## src/i2cm_pkg.sv

```systemverilog
// Shared types and constants for the I2C master byte engine.
// No dependencies; used by i2cm_step, i2c_master_byte_engine_top and the testbench.
package i2cm_pkg;

  typedef enum logic [1:0] {
    MODE_START = 2'd0,
    MODE_STOP  = 2'd1,
    MODE_WRITE = 2'd2,
    MODE_READ  = 2'd3
  } mode_t;

  localparam logic [4:0] SEG_SHORT   = 5'd3;
  localparam logic [4:0] SEG_LONG    = 5'd19;
  localparam logic [4:0] PH_BITS_END = 5'd16;
  localparam logic [4:0] PH_ACK_LOW  = 5'd16;
  localparam logic [4:0] PH_ACK_HIGH = 5'd17;

  localparam logic [7:0] HALF_PERIOD_RESET = 8'd5;
  localparam logic       REG_HALF_PERIOD   = 1'b0;

  typedef struct packed {
    logic       sda_in;
    logic       ack_to_send;
    logic [7:0] tx_byte;
    logic [1:0] mode;
    logic       cmd_valid;
  } cmd_t;

  typedef struct packed {
    logic       ack_seen;
    logic [7:0] rx_byte;
    logic       done_res;
    logic       busy_res;
    logic       sda_drive;
    logic       scl;
  } res_t;

  typedef struct packed {
    logic       active;
    mode_t      mode;
    logic [4:0] phase;
    logic [7:0] wait_count;
    logic [7:0] shift_reg;
    logic       scl_level;
    logic       sda_level;
    logic       ack_reg;
    logic [7:0] rx_hold;
    logic       ack_out;
  } state_t;

endpackage

```

## src/i2cm_step.sv

```systemverilog
// One tick of the I2C byte engine: next state and result from state and input.
// Depends on i2cm_pkg.
module i2cm_step (
  input  i2cm_pkg::state_t st,
  input  i2cm_pkg::cmd_t   cmd,
  input  logic [7:0]       half_period,
  output i2cm_pkg::state_t st_next,
  output i2cm_pkg::res_t   res
);

  logic             start;
  logic             act;
  i2cm_pkg::mode_t  md;
  logic [7:0]       hp;
  logic [7:0]       sh;
  logic [4:0]       ph;
  logic [7:0]       wc;
  logic [8:0]       wc_inc;
  logic [4:0]       ph_inc;
  logic [4:0]       seg_count;
  logic             scl_l;
  logic             sda_l;
  logic             ack_l;
  logic [7:0]       rx_l;
  logic             done;
  logic [2:0]       bit_sel;

  always_comb begin
    hp      = (half_period == 8'd0) ? 8'd1 : half_period;
    start   = !st.active && cmd.cmd_valid;
    act     = st.active || start;
    md      = start ? i2cm_pkg::mode_t'(cmd.mode) : st.mode;
    sh      = st.shift_reg;
    if (start) begin
      sh = (md == i2cm_pkg::MODE_WRITE) ? cmd.tx_byte : 8'd0;
    end
    ph      = start ? 5'd0 : st.phase;
    wc      = start ? 8'd0 : st.wait_count;
    bit_sel = 3'd7 - ph[3:1];
    scl_l   = st.scl_level;
    sda_l   = st.sda_level;
    ack_l   = st.ack_reg;
    rx_l    = st.rx_hold;
    done    = 1'b0;
    wc_inc  = {1'b0, wc} + 9'd1;
    ph_inc  = ph + 5'd1;
    seg_count = (md == i2cm_pkg::MODE_START || md == i2cm_pkg::MODE_STOP) ?
                i2cm_pkg::SEG_SHORT : i2cm_pkg::SEG_LONG;

    st_next         = st;
    st_next.ack_out = start ? cmd.ack_to_send : st.ack_out;
    st_next.mode    = md;

    if (act) begin
      if (wc == 8'd0) begin
        unique case (md)
          i2cm_pkg::MODE_START: begin
            if (ph == 5'd0) begin
              scl_l = 1'b0;
            end else if (ph == 5'd1) begin
              scl_l = 1'b1;
              sda_l = 1'b1;
            end else begin
              sda_l = 1'b0;
            end
          end
          i2cm_pkg::MODE_STOP: begin
            if (ph == 5'd0) begin
              scl_l = 1'b0;
            end else if (ph == 5'd1) begin
              scl_l = 1'b1;
              sda_l = 1'b0;
            end else begin
              sda_l = 1'b1;
            end
          end
          default: begin
            if (ph < i2cm_pkg::PH_BITS_END) begin
              if (!ph[0]) begin
                scl_l = 1'b0;
                sda_l = (md == i2cm_pkg::MODE_WRITE) ? sh[bit_sel] : 1'b1;
              end else begin
                scl_l = 1'b1;
              end
            end else if (ph == i2cm_pkg::PH_ACK_LOW) begin
              scl_l = 1'b0;
              sda_l = (md == i2cm_pkg::MODE_WRITE) ? 1'b1 : st_next.ack_out;
            end else if (ph == i2cm_pkg::PH_ACK_HIGH) begin
              scl_l = 1'b1;
            end else begin
              scl_l = 1'b0;
            end
          end
        endcase
      end

      if (md == i2cm_pkg::MODE_READ && ph < i2cm_pkg::PH_BITS_END && ph[0] && wc == 8'd0) begin
        sh = {sh[6:0], cmd.sda_in};
      end
      if (md == i2cm_pkg::MODE_WRITE && ph == i2cm_pkg::PH_ACK_HIGH && wc == hp - 8'd1) begin
        ack_l = cmd.sda_in;
      end

      st_next.active     = 1'b1;
      st_next.phase      = ph;
      st_next.wait_count = wc_inc[7:0];
      if (wc_inc >= {1'b0, hp}) begin
        st_next.wait_count = 8'd0;
        st_next.phase      = ph_inc;
        if (ph_inc >= seg_count) begin
          done = 1'b1;
          if (md == i2cm_pkg::MODE_READ) begin
            rx_l = sh;
          end
          st_next.active = 1'b0;
          st_next.phase  = 5'd0;
        end
      end
    end

    st_next.shift_reg = sh;
    st_next.scl_level = scl_l;
    st_next.sda_level = sda_l;
    st_next.ack_reg   = ack_l;
    st_next.rx_hold   = rx_l;

    res.scl       = scl_l;
    res.sda_drive = sda_l;
    res.busy_res  = act;
    res.done_res  = done;
    res.rx_byte   = rx_l;
    res.ack_seen  = ack_l;
  end

endmodule

```

## src/i2c_master_byte_engine_top.sv

```systemverilog
// Top level of the tick-driven I2C master byte engine: stream ports, APB register, state.
// Depends on i2cm_pkg and i2cm_step.
//
//  channel   | dir | payload (low bit first)
//  s_axis    | in  | cmd_valid, mode[1:0], tx_byte[7:0], ack_to_send, sda_in
//  m_axis    | out | scl, sda_drive, busy_res, done_res, rx_byte[7:0], ack_seen
//  apb       | in  | half_period at byte address 0
//
// One tick per cycle while m_axis does not stall: each accepted transfer updates the
// state and loads the result register in the same cycle.
// Stalls on m_axis hold s_axis_tready low until the waiting result is taken.
// rst is synchronous: idle, SCL and SDA released, half_period back to 5.
module i2c_master_byte_engine_top (
  input  logic        clk,
  input  logic        rst,
  input  logic        s_axis_tvalid,
  output logic        s_axis_tready,
  // [0] cmd_valid, [2:1] mode, [10:3] tx_byte, [11] ack_to_send, [12] sda_in
  input  logic [15:0] s_axis_tdata,
  output logic        m_axis_tvalid,
  input  logic        m_axis_tready,
  // [0] scl, [1] sda_drive, [2] busy_res, [3] done_res, [11:4] rx_byte, [12] ack_seen
  output logic [15:0] m_axis_tdata,
  input  logic        psel,
  input  logic        penable,
  input  logic        pwrite,
  input  logic [2:0]  paddr,
  input  logic [31:0] pwdata,
  output logic [31:0] prdata,
  output logic        pready
);

  i2cm_pkg::state_t st;
  i2cm_pkg::state_t st_next;
  i2cm_pkg::cmd_t   cmd;
  i2cm_pkg::res_t   res;
  logic [7:0]       half_period;
  logic             in_fire;
  logic             reg_sel;

  assign cmd           = s_axis_tdata[12:0];
  assign s_axis_tready = !m_axis_tvalid || m_axis_tready;
  assign in_fire       = s_axis_tvalid && s_axis_tready;
  assign pready        = 1'b1;
  assign reg_sel       = (paddr[2] == i2cm_pkg::REG_HALF_PERIOD);
  assign prdata        = reg_sel ? {24'd0, half_period} : 32'd0;

  always_ff @(posedge clk) begin
    if (rst) begin
      half_period <= i2cm_pkg::HALF_PERIOD_RESET;
    end else if (psel && penable && pwrite && pready && reg_sel) begin
      half_period <= pwdata[7:0];
    end
  end

  i2cm_step u_step (
    .st          (st),
    .cmd         (cmd),
    .half_period (half_period),
    .st_next     (st_next),
    .res         (res)
  );

  always_ff @(posedge clk) begin
    if (rst) begin
      st.active     <= 1'b0;
      st.mode       <= i2cm_pkg::MODE_START;
      st.phase      <= 5'd0;
      st.wait_count <= 8'd0;
      st.shift_reg  <= 8'd0;
      st.scl_level  <= 1'b1;
      st.sda_level  <= 1'b1;
      st.ack_reg    <= 1'b0;
      st.rx_hold    <= 8'd0;
      st.ack_out    <= 1'b0;
    end else if (in_fire) begin
      st <= st_next;
    end
  end

  always_ff @(posedge clk) begin
    if (rst) begin
      m_axis_tvalid <= 1'b0;
    end else if (in_fire) begin
      m_axis_tvalid <= 1'b1;
    end else if (m_axis_tready) begin
      m_axis_tvalid <= 1'b0;
    end
  end

  always_ff @(posedge clk) begin
    if (in_fire) begin
      m_axis_tdata <= {3'd0, res};
    end
  end

`ifndef SYNTHESIS
  a_done_busy: assert property (@(posedge clk) disable iff (rst)
    m_axis_tvalid && m_axis_tdata[3] |-> m_axis_tdata[2])
    else $error("done without busy");

  a_stall_blocks: assert property (@(posedge clk) disable iff (rst)
    m_axis_tvalid && !m_axis_tready |-> !s_axis_tready)
    else $error("input taken while result waits");

  a_phase_bound: assert property (@(posedge clk) disable iff (rst)
    st.active |-> st.phase < i2cm_pkg::SEG_LONG)
    else $error("phase out of range");

  a_wait_bound: assert property (@(posedge clk) disable iff (rst)
    st.active && half_period != 8'd0 |-> st.wait_count < half_period)
    else $error("wait count past half period");

  a_done_idle: assert property (@(posedge clk) disable iff (rst)
    in_fire && res.done_res |=> !st.active)
    else $error("still active after done");
`endif

endmodule

```

## config.mk

```make
export PLATFORM = sky130hd
export DESIGN_NAME = i2c_master_byte_engine_top
export DESIGN_NICKNAME = d
export VERILOG_FILES = /design/src/i2cm_pkg.sv /design/src/i2cm_step.sv /design/src/i2c_master_byte_engine_top.sv
export SDC_FILE = /design/constraint.sdc
export NUM_CORES = 1
export LEC_CHECK = 0
export BUFFER_PORTS_ARGS = -buffer_cell sky130_fd_sc_hd__buf_2
export CAP_MARGIN = 10
export CORE_MARGIN = 2
export CORE_UTILIZATION = 55
export CTS_CLUSTER_DIAMETER = 40
export CTS_CLUSTER_SIZE = 24
export DETAILED_ROUTE_END_ITERATION = 6
export GPL_TIMING_DRIVEN = 0
export PLACE_DENSITY = 0.83
export SETUP_SLACK_MARGIN = 0.05
export SYNTH_ARGS = -nofsm -noshare
export SYNTH_HDL_FRONTEND = slang
export SYNTH_SLANG_ARGS = --single-unit
```

## constraint.sdc

```tcl
create_clock -name clk -period 9.2 [get_ports clk]
set_input_delay 0 -clock clk [delete_from_list [all_inputs] [get_ports clk]]
set_output_delay 0 -clock clk [all_outputs]
set_load 0.01 [all_outputs]
```

# Word-level counts from Yosys, hierarchy flattened
# Index checks and enable logic that the tools add are counted.
[classes] add_sub_neg=4 mux=47 reduce_logical=23 n_lt_le_gt_ge=4 n_eq_ne=7 n_bitwise=1
[op_table] operator="$mux 8" n=11
[op_table] operator="$mux 1" n=29
[op_table] operator="$logic_not 8->1" n=2
[op_table] operator="$mux 5" n=3
[op_table] operator="$mux 13" n=1
[op_table] operator="$eq 5x5->1 const B" n=2
[op_table] operator="$logic_and 1x1->1" n=10
[op_table] operator="$add 8x1->9 const B" n=1
[op_table] operator="$ge 9x8->1" n=1
[op_table] operator="$eq 8x8->1" n=1
[op_table] operator="$sub 8x1->8 const B" n=1
[op_table] operator="$add 5x1->5 const B" n=1
[op_table] operator="$eq 5x1->1 const B" n=1
[op_table] operator="$ge 5x5->1" n=1
[op_table] operator="$logic_not 5->1" n=1
[op_table] operator="$lt 5x5->1 const B" n=1
[op_table] operator="$eq 2x2->1 const B" n=2
[op_table] operator="$lt 3x4->1 const B" n=1
[op_table] operator="$reduce_and 2->1" n=2
[op_table] operator="$bmux 1 s3" n=1
[op_table] operator="$logic_or 1x1->1" n=3
[op_table] operator="$sub 3x3->3 const A" n=1
[op_table] operator="$eq 2x1->1 const B" n=1
[op_table] operator="$logic_not 1->1" n=2
[op_table] operator="other kinds (6)" n=6
[totals] output_inout_bits=51 register_bits=58

# Depth between registers and ports, before layout
# Gate-level depths: netlist (run 1).
[logic_depth] word_depth=14 depth_mapped=18

# Cells and area by module
# Synthesis (run 1) repeated with hierarchy kept, for this count alone.
[unflattened] cells_unflattened=546 area_unflattened_um2=4763.3
[by_module_without_submodules] module="i2c_master_byte_engine_top" cells_per_inst=250 seq_area_each_um2=1291.2 n_inst=1 area_per_inst_um2=2706.3
[by_module_without_submodules] module="i2cm_step" cells_per_inst=296 seq_area_each_um2=0.0 n_inst=1 area_per_inst_um2=2057.0

# Worst setup path before layout (run 1)
# Ideal clock, no wire load.
[synth_timing] kind="reg2reg" start="register st[35] (netlist name)" end="register m_axis_tdata[10] (data pin)" setup_time_ps=260 arrival_ps=3591 path_buffers=4 stages_incl_launch_ff=18 required_time_ps=8940 path_slack_ps=5349 cell_sequence="dfxtp_1 > nand2b_1 > buf_2 > clkbuf_1 > clkbuf_1 > nand2_1 > inv_1 > ha_1 > nand3_1 > xor2_1 > nor2_1 > ha_1 > a2111oi_0 > nand3_1 > o22ai_2 > or4_4 > buf_6 > mux2_4"
[synth_lines] item="end signal: assignment" line_no="i2c_master_byte_engine_top.sv:93" rtl="m_axis_tdata <= {3'd0, res};"
[synth_lines] item="end: declaration" line_no="i2c_master_byte_engine_top.sv:23" rtl="output logic [15:0] m_axis_tdata,"

==> results_dict.tcl, run 1 <==
set metrics [dict create \
    numCtsBuffers 9 \
    route.detailed.drc 0 \
    synthArstFlopShare 0 \
    topRoutingLayerUsed "met4" \
    max_cap_viol_count 0 \
    syn_area_um2 3973 \
    p_per_area_nw_per_um2 124.9 \
    vdd_ir_drop_max_uv 88.55 \
    hpwl_mm 7.657 \
    ys_seq_area_frac 0.3250 \
    initial_core_util 0.5752 \
    synthSimpleGateAreaFrac 0.2019 \
    synth_xor_xnor_area_share 0.04189 \
    die_w_um 88.99 \
    drt-initial-drc-count 416 \
    synth_edf_count 13 \
    cp.depth 17 \
    grt_pass1_vias 3807 \
    tightest_slew_ns 0.9932 \
    io_pins 109 \
    core_area_um2 6907 \
    wl_met2_mm 5.075 \
    wl_per_cell_um 16.15 \
    vias 3958 \
    min_period_over_period 0.5331 \
    ys.warnings.count 0 \
    setup_viol 0 \
    muxShareOfSynthArea 0.07685 \
    slew-limit-headroom 0.3339 \
    synth-compound-area-share 0.1994 \
    htreeDepth 3 \
    wl_met3_mm 1.042 \
    ys_types 70 \
    place.gp.congestion 0.9698 \
    die_area_um2 7918 \
    rows 30 \
    synth_ff_type "dfxtp_1" \
    r2r_cells 17 \
    track_usage 0.2900 \
    fmax_ghz 0.2039 \
    clock_path_buffers 2 \
    drv_slew 0 \
    crit_fanout 10 \
    rr_startpoint "st[35]" \
    routed_wl_mm 10.89 \
    ys_ff_latch 58 \
    cts-root-buf "clkbuf_8" \
    wl_met1_mm 4.447 \
    drive_gt1_frac 0.2042 \
    fin_worst_skew_ns 0.01153 \
    grt_pass1_wl_mm 17.73 \
    layout_min_cycle_time_ns 4.904 \
    hold_slack_ns 0.01655 \
    grt_overflow_total 0 \
    rrSetupSlack_ns 4.30 \
    cts_tree "yes" \
    arrival_ns 5.03 \
    path_delay_family "buffers and inverters" \
    cpPeakStageDelay_ns 0.52 \
    drtAntennaViolNets 0 \
    grt_max_degree 21 \
    die-height_um 88.99 \
    status "finished clean" \
    path_clk_slew_ns 0.07 \
    min_path_type "primary input to flip-flop" \
    final_nets 647 \
    finalPower_uw 591.2 \
    dr.pass1.iters 5 \
    layout_common_cells "buf_2 (51), nand2_1 (47), dfxtp_1 (45), nor2_1 (38), a21oi_1 (37)" \
    antenna_found_initial 0 \
    synth_fa_ha_area_frac 0.05039 \
    hold_depth 3 \
    diodes 0 \
    crit_type "flip-flop to flip-flop" \
    setup_tns_ns 0 \
    area_delta_synth_final_pct 19.18 \
    final_common_cell "buf_2" \
    avgSynthCellArea_um2 8.363 \
    crit_path_start "st[35]" \
    hp-start "s_axis_tdata[0]" \
    p_leak_nw 1.977 \
    critPathSlowestCell "dfxtp_1" \
    path_cells "nand2b_1 > buf_2 > clkbuf_1 > clkbuf_1 > nand2_1 > inv_1 > ha_1 > nand3_1 > xor2_1 > nor2_1 > ha_1 > a2111oi_0 > nand3_1 > o22ai_2 > or4_4 > buf_6 > mux2_4" \
    finalHoldViolCount 0 \
    vias_per_cell 5.872 \
    endpoint_kind "flip-flop" \
    required_ns 9.33 \
    cts-resized-gates 0 \
    portBuffers 49 \
    rsz0062_at_grt "false" \
    crit_path_start_kind "flip-flop" \
    clkSinkCount 58 \
    clock_latency_ns 0.37 \
    synthCells 475 \
    synth_top_family_by_area "simple AND/OR/NAND/NOR gates" \
    cp.buffers_inverters 5 \
]
==> report_power, final <==
| group | leakage (nW) | internal, mW | switching (mW) |
|---|---|---|---|
| sequential | 0.494 | 0.268 | 0.00615 |
| combinational | 1.40 | 0.0382 | 0.0606 |
| clock | 0.0847 | 0.105 | 0.113 |
| total | 1.98 | 0.411 | 0.180 |
==> cell usage after synthesis, types with 3 or more instances <==
cell,count,area (um^2)
and3_1,3,18.77
xnor2_1,6,52.55
nor3_1,6,30.03
nand3_1,26,130.1
a21o_1,4,30.03
inv_1,19,71.32
ha_1,16,200.2
mux2i_1,14,140.1
xor2_1,6,52.55
a21oi_1,37,185.2
o21ai_0,18,90.09
and2_1,5,31.28
nor2b_1,6,37.54
clkbuf_1,24,90.09
a31oi_1,7,43.79
edfxtp_1,13,390.4
a22oi_1,19,142.6
nand2_1,47,176.4
nand4_1,9,56.30
nand2b_1,6,37.54
buf_4,29,217.7
dfxtp_1,45,900.9
mux2_4,8,120.1
nor2_1,38,142.6
a211oi_1,5,37.54
==> state kept, by name, indices dropped and copies added, names as in the netlist <==
signal,cells
st,36
m_axis_tdata,13
half_period,8
m_axis_tvalid,1
==> repair_timing <==
action | 4_1_cts | 5_1_grt
buffers inserted | 0 | 0
hold buffers | 12 | 0
setup endpoints to repair | 0 | 0
endpoints found under the hold margin | 11 | 0
==> path summary, 6_finish.rpt <==
kind / end
setup / recovery: m_axis_tdata[11]
hold / removal: m_axis_tdata[2]
setup reg to reg: m_axis_tdata[11]
hold reg to reg: st[14]
==> per-layer routing <==
layer | GRT usage | vias up
met2 | 0.4634 | 237
li1 | - | 1862
met4 | 0.1357 | 0
met1 | 0.3631 | 1813
met3 | 0.08310 | 46
met5 | 0 | -
==> final cells by class <==
cell class	instances	area, um^2
fillers	582	2172
well taps	96	120.1
clock inverters	6	41.29
inverters	20	75.07
flip-flops and latches	58	1291
plain buffers	57	332.8
multi-input cells	366	2371
clock buffers	10	137.6
repair buffers	61	365.4
==> stage by stage <==
stage	utilization	std cells	worst slack [ns]	cell area, um^2
after CTS	0.6855	674	4.410	4735
after global routing	0.6855	674	3.917	4735
after floorplan	-	501	5.349	4070
final	0.6855	674	4.296	4735
after global placement	0.6422	646	4.479	4436
after detailed placement	0.6422	646	4.440	4436
==> worst min-delay path: cells and delay by family <==
kind | cells | cell delay (ns)
buf+inv | 2 | 0.20
simple gates | 1 | 0.08
==> logic make-up (layout without fill, tap and decap cells) <==
kind of cell | Yosys count | count (layout)
DFF | 58 | 58
buffers and inverters | 77 | 154
other | 2 | 28
AOI/OAI and AO/OA | 119 | 119
and+or+nand+nor | 163 | 163
muxes | 25 | 25
adders and majority gates | 16 | 16
xor gates and xnor gates | 15 | 15
No activity file was read; power rests on OpenSTA's default activity.
==> run 2, diff against run 1 <==
--- a/config.mk
+++ b/config.mk
@@ -8,12 +8,12 @@
 export BUFFER_PORTS_ARGS = -buffer_cell sky130_fd_sc_hd__buf_2
 export CAP_MARGIN = 10
 export CORE_MARGIN = 2
-export CORE_UTILIZATION = 55
+export CORE_UTILIZATION = 53
 export CTS_CLUSTER_DIAMETER = 40
 export CTS_CLUSTER_SIZE = 24
 export DETAILED_ROUTE_END_ITERATION = 6
 export GPL_TIMING_DRIVEN = 0
-export PLACE_DENSITY = 0.83
+export PLACE_DENSITY = 0.81
 export SETUP_SLACK_MARGIN = 0.05
 export SYNTH_ARGS = -nofsm -noshare
 export SYNTH_HDL_FRONTEND = slang
==> constraint.sdc (replaced) <==
create_clock -name clk -period 4.75 [get_ports clk]
set_input_delay 0 -clock clk [delete_from_list [all_inputs] [get_ports clk]]
set_output_delay 0 -clock clk [all_outputs]
set_load 0.01 [all_outputs]
==> run 2 against run 1 <==
Net effect:
- the flow now finishes with violations (hold timing)
- via count increased by 0.63%
- global-route usage is 3.4 points lower
- final area rose by 0.58%
- largest power group unchanged
- largest cell class unchanged
- sequential cell count unchanged
- combinational power increased by 93%
- highest routed layer unchanged
==> results_dict.tcl, run 2 (synthesized netlist as in run 1, its figures left out) <==
set metrics [dict create \
    wl_per_cell_um 15.60 \
    hold_slack_ns -0.001891 \
    status "finished with violations" \
    hold_depth 3 \
    switching_share 0.2906 \
    pwr-share-clk 0.397 \
    final_nets 645 \
    cpPeakStageDelay_ns 0.54 \
    core_area_um2 7253 \
    crit_type "flip-flop to flip-flop" \
    fin_worst_skew_ns 0.005532 \
    grt_pass1_vias 3771 \
    route.detailed.drc 0 \
    path_delay_family "simple AND/OR/NAND/NOR gates" \
    violations "hold timing" \
    path_clk_slew_ns 0.07 \
    layout_min_cycle_time_ns 4.476 \
    grt_max_degree 21 \
    largestRegisters "st: 36 flops, m_axis_tdata: 13 flops, half_period: 8 flops" \
    track_usage 0.2560 \
    grt_pass1_wl_mm 17.28 \
    rows 31 \
    io_pins 109 \
    critPathSlowestCell "a2111oi_1" \
    clock_path_buffers 2 \
    drt-initial-drc-count 447 \
    drive_gt1_frac 0.2066 \
    clkSinkCount 58 \
    final_common_cell "buf_2" \
    vias_per_cell 5.901 \
    antenna_found_initial 0 \
    place.gp.congestion 0.9789 \
    cp.depth 16 \
    hpwl_mm 7.609 \
    drv_slew 0 \
    rsz0062_at_grt "false" \
    min_period_over_period 0.9424 \
    cp.buffers_inverters 4 \
    drtAntennaViolNets 0 \
    p_seq_frac 0.443 \
    largest_reg_flops 36 \
    portBuffers 49 \
    min_path_type "primary input to flip-flop" \
    setup_viol 0 \
    path_cells "nand2b_1 > clkbuf_4 > clkbuf_2 > nand2_1 > inv_1 > ha_1 > nand3_1 > xor2_1 > nor2_1 > ha_1 > a2111oi_1 > nand3_1 > o22ai_4 > or4_4 > buf_6 > mux2_4" \
    arrival_ns 4.59 \
    switching_power_uw 348.0 \
    fmax_ghz 0.2234 \
    slew-limit-headroom 0.3077 \
    postCtsSetupRepairBufs 0 \
    r2r_cells 16 \
    vdd_ir_drop_max_uv 167.5 \
    grt_overflow_total 0 \
    routed_wl_mm 10.53 \
    crit_path_start_kind "flip-flop" \
    area_delta_synth_final_pct 19.87 \
    die_w_um 90.58 \
    tightest_slew_ns 1.032 \
    endpoint_kind "flip-flop" \
    fill_cells 610 \
    die-height_um 90.58 \
    clock_latency_ns 0.35 \
    vias 3983 \
    max_cap_viol_count 0 \
    layout_common_cells "buf_2 (50), nand2_1 (47), dfxtp_1 (45), nor2_1 (38), a21oi_1 (37)" \
    p_per_area_nw_per_um2 251.5 \
    p_leak_nw 1.981 \
    die_area_um2 8204 \
    initial_core_util 0.5477 \
    dr.pass1.iters 6 \
    crit_fanout 18 \
    largest-register "st" \
    required_ns 4.86 \
    numCtsBuffers 9 \
    htreeDepth 3 \
    diodes 0 \
    intPower_uw 849.6 \
    cts_tree "yes" \
    combPwrFrac 0.159 \
    finalHoldViolCount 1 \
    cts-root-buf "clkbuf_8" \
    final_util 0.6565 \
]
## run 2: changes by cell type in the layout (fill, tap and decap cells not counted), sizes merged
cell	before	now
buf	82	81
inv	20	19
bufinv	0	1
dlygate4sd3	12	11
## run 2: tightest hold or removal path, cell delays in order
cell      delay (ns)
buf_2           0.07
nand2b_1        0.15
a21oi_1         0.08
## run 2: power by group through the flow
stage,Combinational [mW],Clock (mW),Sequential [mW]
global route,0.209,0.498,0.532
floorplan,0.121,0,0.542
global placement,0.173,0,0.541
detailed placement,0.177,0,0.541
CTS,0.184,0.474,0.530
finish,0.191,0.476,0.531
## run 2: layout make-up
class	count	area (um^2)	area share
Inverter	20	75.07	0.01576
Tap cell	99	123.9	0.02601
Clock buffer	10	137.6	0.02890
Buffer	56	332.8	0.06989
Multi-Input combinational cell	366	2380	0.4997
Clock inverter	6	66.31	0.01393
Timing Repair Buffer	60	355.3	0.07462
Sequential cell	58	1291	0.2712
## run 2: timing repair
action	4_1_cts	5_1_grt
cloned	0	0
setup endpoints to repair	16	8
hold buffers	11	0
hold endpoints to repair	12	0
resized for setup	2	2
## run 2: stage by stage
step	setup WS, ns	cell area [um^2]	std cells	power, mW	setup TNS, ns
final	0.2736	4762	675	1.198	0
after global routing	0.1114	4762	675	1.239	0
after CTS	0.3073	4752	675	1.189	0
after detailed placement	-0.08272	4439	649	0.7180	-0.6474
after global placement	0.1088	4439	649	0.7140	0
after floorplan	0.8987	4070	501	0.6629	0
## run 2: path summary, 6_finish.rpt
kind / from / end / slack (ns)
hold / removal: m_axis_tready / m_axis_tvalid / -0.002
setup reg to reg: st[35] / m_axis_tdata[11] / 0.27
hold reg to reg: st[0] / st[0] / 0.47
setup / recovery: st[35] / m_axis_tdata[11] / 0.27
## run 2: routing by layer
metal / share of wire / vias up / wire, um / GRT usage
met5: 0 / - / 0 / 0
met4: 0.030 / 0 / 318 / 0.1385
met3: 0.095 / 30 / 998 / 0.04007
met2: 0.47 / 233 / 4915 / 0.4185
met1: 0.41 / 1859 / 4298 / 0.3239
li1: - / 1861 / - / -
